$ cat src/rtl/set_assoc_cache_lru_sim_macros.svh
// ----------------------------------------------------------------------------
// Assertion macros for the set-associative cache tag model
// Short forms for clocked implications with a synchronous reset.
// ----------------------------------------------------------------------------
`ifndef SET_ASSOC_CACHE_LRU_SIM_MACROS_SVH
`define SET_ASSOC_CACHE_LRU_SIM_MACROS_SVH

// antecedent implies consequent in the same cycle
`define SCAC_ASSERT_SAME(label, clk, rst, ante, cons) \
   label: assert property (@(posedge clk) disable iff (rst) (ante) |-> (cons)) \
      else $error("same-cycle check failed");

// antecedent implies consequent in the next cycle
`define SCAC_ASSERT_NEXT(label, clk, rst, ante, cons) \
   label: assert property (@(posedge clk) disable iff (rst) (ante) |=> (cons)) \
      else $error("next-cycle check failed");

`endif

$ cat src/rtl/scac_pkg.sv
// ----------------------------------------------------------------------------
// scac_pkg
// Shared constants, codes and control types of the cache tag model.
// ----------------------------------------------------------------------------
package scac_pkg;

   localparam int DEF_MAX_SET_BITS = 4;
   localparam int DEF_MAX_WAYS     = 16;
   localparam int DEF_ADDR_WIDTH   = 48;

   localparam int CSR_IDX_W  = 2;
   localparam int CSR_DATA_W = 5;
   localparam int SHIFT_W    = 7;
   localparam int COUNT_W    = 32;
   localparam int AGE_W      = 32;

   localparam logic [CSR_IDX_W-1:0] CSR_SET_BITS    = 2'd0;
   localparam logic [CSR_IDX_W-1:0] CSR_WAYS        = 2'd1;
   localparam logic [CSR_IDX_W-1:0] CSR_OFFSET_BITS = 2'd2;

   localparam logic [1:0] OP_LOAD   = 2'd0;
   localparam logic [1:0] OP_STORE  = 2'd1;
   localparam logic [1:0] OP_MODIFY = 2'd2;
   localparam logic [1:0] OP_FETCH  = 2'd3;

   localparam logic [1:0] OUT_HIT   = 2'd0;
   localparam logic [1:0] OUT_FILL  = 2'd1;
   localparam logic [1:0] OUT_EVICT = 2'd2;

   typedef struct packed {
      logic capture;
      logic read;
      logic evaluate;
      logic commit;
   } cmd_type;

   typedef struct packed {
      logic is_fetch;
   } status_type;

   function automatic logic [COUNT_W-1:0] sat_inc(input logic [COUNT_W-1:0] v);
      sat_inc = (v == '1) ? v : v + COUNT_W'(1);
   endfunction

endpackage

$ cat src/rtl/scac_ctrl.sv
// ----------------------------------------------------------------------------
// scac_ctrl
// Sequencer: accept, set read, evaluate, write back and result hand-off.
// ----------------------------------------------------------------------------
`include "set_assoc_cache_lru_sim_macros.svh"

module scac_ctrl import scac_pkg::*; (
   input  logic       clock,
   input  logic       reset,
   input  logic       req_valid,
   output logic       req_stall,
   output logic       rsp_valid,
   input  logic       rsp_stall,
   input  status_type status,
   output cmd_type    cmd
);

   typedef enum logic [3:0] {
      ST_IDLE  = 4'b0001,
      ST_READ  = 4'b0010,
      ST_EVAL  = 4'b0100,
      ST_WRITE = 4'b1000
   } state_type;

   state_type state_ff, state_in;
   logic      rsp_valid_ff, rsp_valid_in;
   logic      out_free;

   assign out_free  = !rsp_valid_ff || !rsp_stall;
   assign req_stall = (state_ff != ST_IDLE);
   assign rsp_valid = rsp_valid_ff;

   always_comb begin
      state_in     = state_ff;
      cmd          = '0;
      case (state_ff)
         ST_IDLE: begin
            if (req_valid) begin
               cmd.capture = 1'b1;
               state_in    = ST_READ;
            end
         end
         ST_READ: begin
            // drop instruction fetches without touching the store
            if (status.is_fetch) begin
               state_in = ST_IDLE;
            end else begin
               cmd.read = 1'b1;
               state_in = ST_EVAL;
            end
         end
         ST_EVAL: begin
            cmd.evaluate = 1'b1;
            state_in     = ST_WRITE;
         end
         ST_WRITE: begin
            // hold until the result register is free
            if (out_free) begin
               cmd.commit = 1'b1;
               state_in   = ST_IDLE;
            end
         end
         default: state_in = ST_IDLE;
      endcase
   end

   always_comb begin
      rsp_valid_in = rsp_valid_ff;
      if (cmd.commit) begin
         rsp_valid_in = 1'b1;
      end else if (rsp_valid_ff && !rsp_stall) begin
         rsp_valid_in = 1'b0;
      end
   end

   always_ff @(posedge clock) begin
      if (reset) begin
         state_ff     <= ST_IDLE;
         rsp_valid_ff <= 1'b0;
      end else begin
         state_ff     <= state_in;
         rsp_valid_ff <= rsp_valid_in;
      end
   end

   `SCAC_ASSERT_NEXT(a_accept_reads, clock, reset, req_valid && !req_stall, state_ff == ST_READ)
   `SCAC_ASSERT_NEXT(a_commit_shows, clock, reset, cmd.commit, rsp_valid_ff)
   `SCAC_ASSERT_NEXT(a_pending_holds, clock, reset,
                     state_ff == ST_WRITE && rsp_valid_ff && rsp_stall, state_ff == ST_WRITE)

endmodule

$ cat config.mk
export PLATFORM = sky130hd
export DESIGN_NAME = scac_ctrl
export DESIGN_NICKNAME = d
export VERILOG_FILES = /design/src/rtl/scac_pkg.sv /design/src/rtl/scac_ctrl.sv
export VERILOG_INCLUDE_DIRS = /design/src /design/src/rtl
export SDC_FILE = /design/constraint.sdc
export NUM_CORES = 1
export LEC_CHECK = 0
export ABC_AREA = 0
export BUFFER_PORTS_ARGS = -buffer_cell sky130_fd_sc_hd__buf_4
export CORE_AREA = 2 2 39 41
export CTS_CLUSTER_DIAMETER = 50
export DETAILED_ROUTE_END_ITERATION = 6
export DIE_AREA = 0 0 41 43
export GPL_ROUTABILITY_DRIVEN = 0
export PLACE_DENSITY = 0.37
export SLEW_MARGIN = 20
export SYNTH_ARGS = -nofsm -noshare
export SYNTH_HDL_FRONTEND = slang
export SYNTH_SLANG_ARGS = --single-unit
$ cat constraint.sdc
create_clock -name clock -period 1.3 [get_ports clock]
set_clock_uncertainty 0.05 [all_clocks]
set_input_delay 0.26 -clock clock [delete_from_list [all_inputs] [get_ports clock]]
set_output_delay 0.26 -clock clock [all_outputs]
set_load 0.05 [all_outputs]
==> key figures <==
Outcome
  – Status: complete, but fails checks
  – Failing checks: setup timing

Setup path
  – Crit end category: output port
  – Crit Path Category: register to output port
  – Largest stage delay on the critical path: 540 ps
  – Critical path launch point type: register
  – CP max FO: 2
  – Worst Path Required: 990 ps
  – Slowest cell on the critical path: or4b_4
  – Arrival time at the worst endpoint: 1400 ps
  – RR Startpoint: state_ff[2]
  – RR Endpoint: state_ff[1]
  – R2R depth: 6
  – CP Cell Sequence: or4b_4, a21oi_2, buf_6
  – Register-to-register setup slack: -60 ps

STA
  – Final Critical Period: 1711 ps
  – RSZ-0062 raised after global routing: yes
  – Worst Tran Pin Value: 288.4 ps
  – Setup ws final: -410.6 ps
  – Fmax: 584.6 MHz
  – Setup TNS: -1628 ps
  – Final hold viol count: 0
  – Pins Over Slew Limit: 0
  – Worst relative slew slack: 0.8069
  – Setup-failing EPs final: 8
  – Period utilisation layout: 1.316

Job
  – MaxCap Viol Count: 0

Global routing
  – Met1 Use GR: 0.1258
  – All-Layer GR Usage: 0.1075
  – First-pass GRT wire length: 1.193 mm
  – Largest net degree at the start of global routing: 5
  – Vias in the first global route: 278
  – Met2 usage: 0.1438
  – Initial antenna violation count: 0
  – Met3 Use GR: 0.03665
  – Layer carrying the most global-route usage: met2
  – Gr ovfl total: 0

Layout
  – Number of diodes: 0
  – Final Util: 0.4087
  – Fin cells: 65
  – Most common cell after layout, fill and taps aside: buf_4
  – Layout cells sized above 1: 0.8571
  – Final layout net count: 55
  – Post-route cell area: 565.5 µm²
  – Synthesis-to-layout area growth: 148.4%
  – # fillers: 140
  – Multi-input logic area: 191.4 µm²
  – Most frequent cells in the layout: 11 x buf_4, 7 x buf_6, 5 x dfxtp_2
  – Flip-flop and latch area: 106.4 µm²

Clock network
  – Clk buf depth: 2
  – CTS Buf Count: 3
  – Root Buffer: clkbuf_4
  – CTS sink count: 5
  – Latest clock arrival within the worst-skew pair: 240 ps
  – H-tree levels: 1
  – Clk pin slew, worst setup/hold paths: 40 ps
  – CTS tree: built

Min path
  – Hold WC Path Type: primary input to register
  – Hold Path Sink: rsp_valid
  – Hold depth: 2
  – Hold Crit Start: reset

Floorplanning
  – Core area: 0.001384 mm²
  – Top-Level Pins: 11
  – Die Y-Extent: 43 µm
  – # rows: 14
  – Die width: 41 µm
  – Initial Util: 0.1646
  – Die area: 0.001763 mm²

Routing
  – Via density: 4.200
  – DRC: 0
  – Vias after detailed routing: 273
  – Post-route ant nets: 0
  – DR pass1 iterations: 1
  – Starting DRT DRC Count: 0
  – Final wirelength: 738 µm
  – Drt wl/cell: 11.35 µm

Synthesis
  – Mapped Cells: 25
  – Cell area after synthesis: 227.7 µm²
  – Distinct cells, synth: 17
  – Syn_nets: 30
  – Synthesized flop and latch total: 5
  – Yosys warns: 0
  – Syn Area/Cell: 9.109 µm²
  – Register area share after synthesis: 0.4396

Power
  – VDD IR max: 0.4063 mV
  – Power per cell area: 930.2 mW/mm²
  – Leakage: 0.2347 nW

Place
  – Port bufs: 10
  – Placed wire-length estimate: 487.6 µm
  – Dpl cells: 57
  – DP Area: 410.4 µm²
-- cell type report --
class                   instances  area share
inverters                       2     0.01770
multi-input cells              17      0.3385
clock buffers                   4     0.04646
flip-flops and latches          5      0.1881
repair buffers                 21      0.3739
well taps                      16     0.03540
-- power breakdown --
part           internal (W)  switching [W]  leakage, nW
Combinational     0.0000893      0.0000880        0.177
Clock              0.000116      0.0000673       0.0150
Sequential         0.000161     0.00000377       0.0424
Total              0.000367       0.000159        0.235
-- worst max path at each step --
stage | from | end | depth (start not counted)
finish | state_ff[2] | cmd[0] | 3
global route | state_ff[2] | cmd[3] | 5
floorplan | state_ff[0] | cmd[0] | 3
global placement | state_ff[0] | cmd[0] | 3
detailed placement | state_ff[0] | cmd[0] | 3
CTS | state_ff[0] | cmd[0] | 3
-- cells by family after synthesis --
logic type | count (synthesis) | synth area share
AOI/OAI and AO/OA | 5 | 0.1319
buffers and inverters | 3 | 0.06591
DFF | 5 | 0.4396
and+or+nand+nor | 12 | 0.3626
-- flip-flops by register name (all words and copies together), names as in the netlist --
signal	cells
rsp_valid	1
state_ff	4
-- stage by stage --
step / total power [W] / hold slack [ps] / setup slack, ps
global placement: 0.0002957 / 397.5 / -176.2
CTS: 0.0005249 / 153.7 / -411.9
detailed placement: 0.0002955 / 400.7 / -193.4
finish: 0.0005261 / 159.7 / -410.6
global route: 0.0005521 / 158.9 / -438.2
floorplan: 0.0002397 / 271.7 / -179.8
-- critical path: cells and delay by family, from the launching register on --
family / cells / cell delay (ps)
and+or+nand+nor: 1 / 540
DFF: 1 / 310
buffers and inverters: 1 / 170
AOI/OAI and AO/OA: 1 / 130
-- synthesized netlist by cell type --
| cell type | count | share of area |
|---|---|---|
| dfxtp_1 | 5 | 0.44 |
| a21oi_1 | 3 | 0.066 |
| and2_1 | 2 | 0.055 |
| nor3_1 | 2 | 0.044 |
| a211oi_1 | 1 | 0.033 |
| buf_4 | 1 | 0.033 |
| inv_1 | 1 | 0.016 |
| inv_2 | 1 | 0.016 |
| nand2_1 | 1 | 0.016 |
| nand2b_1 | 1 | 0.027 |
| nand4b_1 | 1 | 0.038 |
| nor2_1 | 1 | 0.016 |
| nor2b_1 | 1 | 0.027 |
| nor4_1 | 1 | 0.027 |
| nor4b_2 | 1 | 0.066 |
| o31ai_1 | 1 | 0.033 |
| or4b_1 | 1 | 0.044 |
-- routing by layer --
layer	vias up	share of wire
met5	-	0
met4	0	0.020
met3	4	0.068
met2	11	0.50
met1	121	0.41
li1	137	-
-- repair_timing --
action / in CTS / in global routing
hold buffers: 0 / 0
setup endpoints to repair: 6 / 8
setup buffers: 3 / 1
gates resized for setup: 16 / 7
pin swaps: 5 / 4
Note: power is estimated with default switching activity, not from simulation.
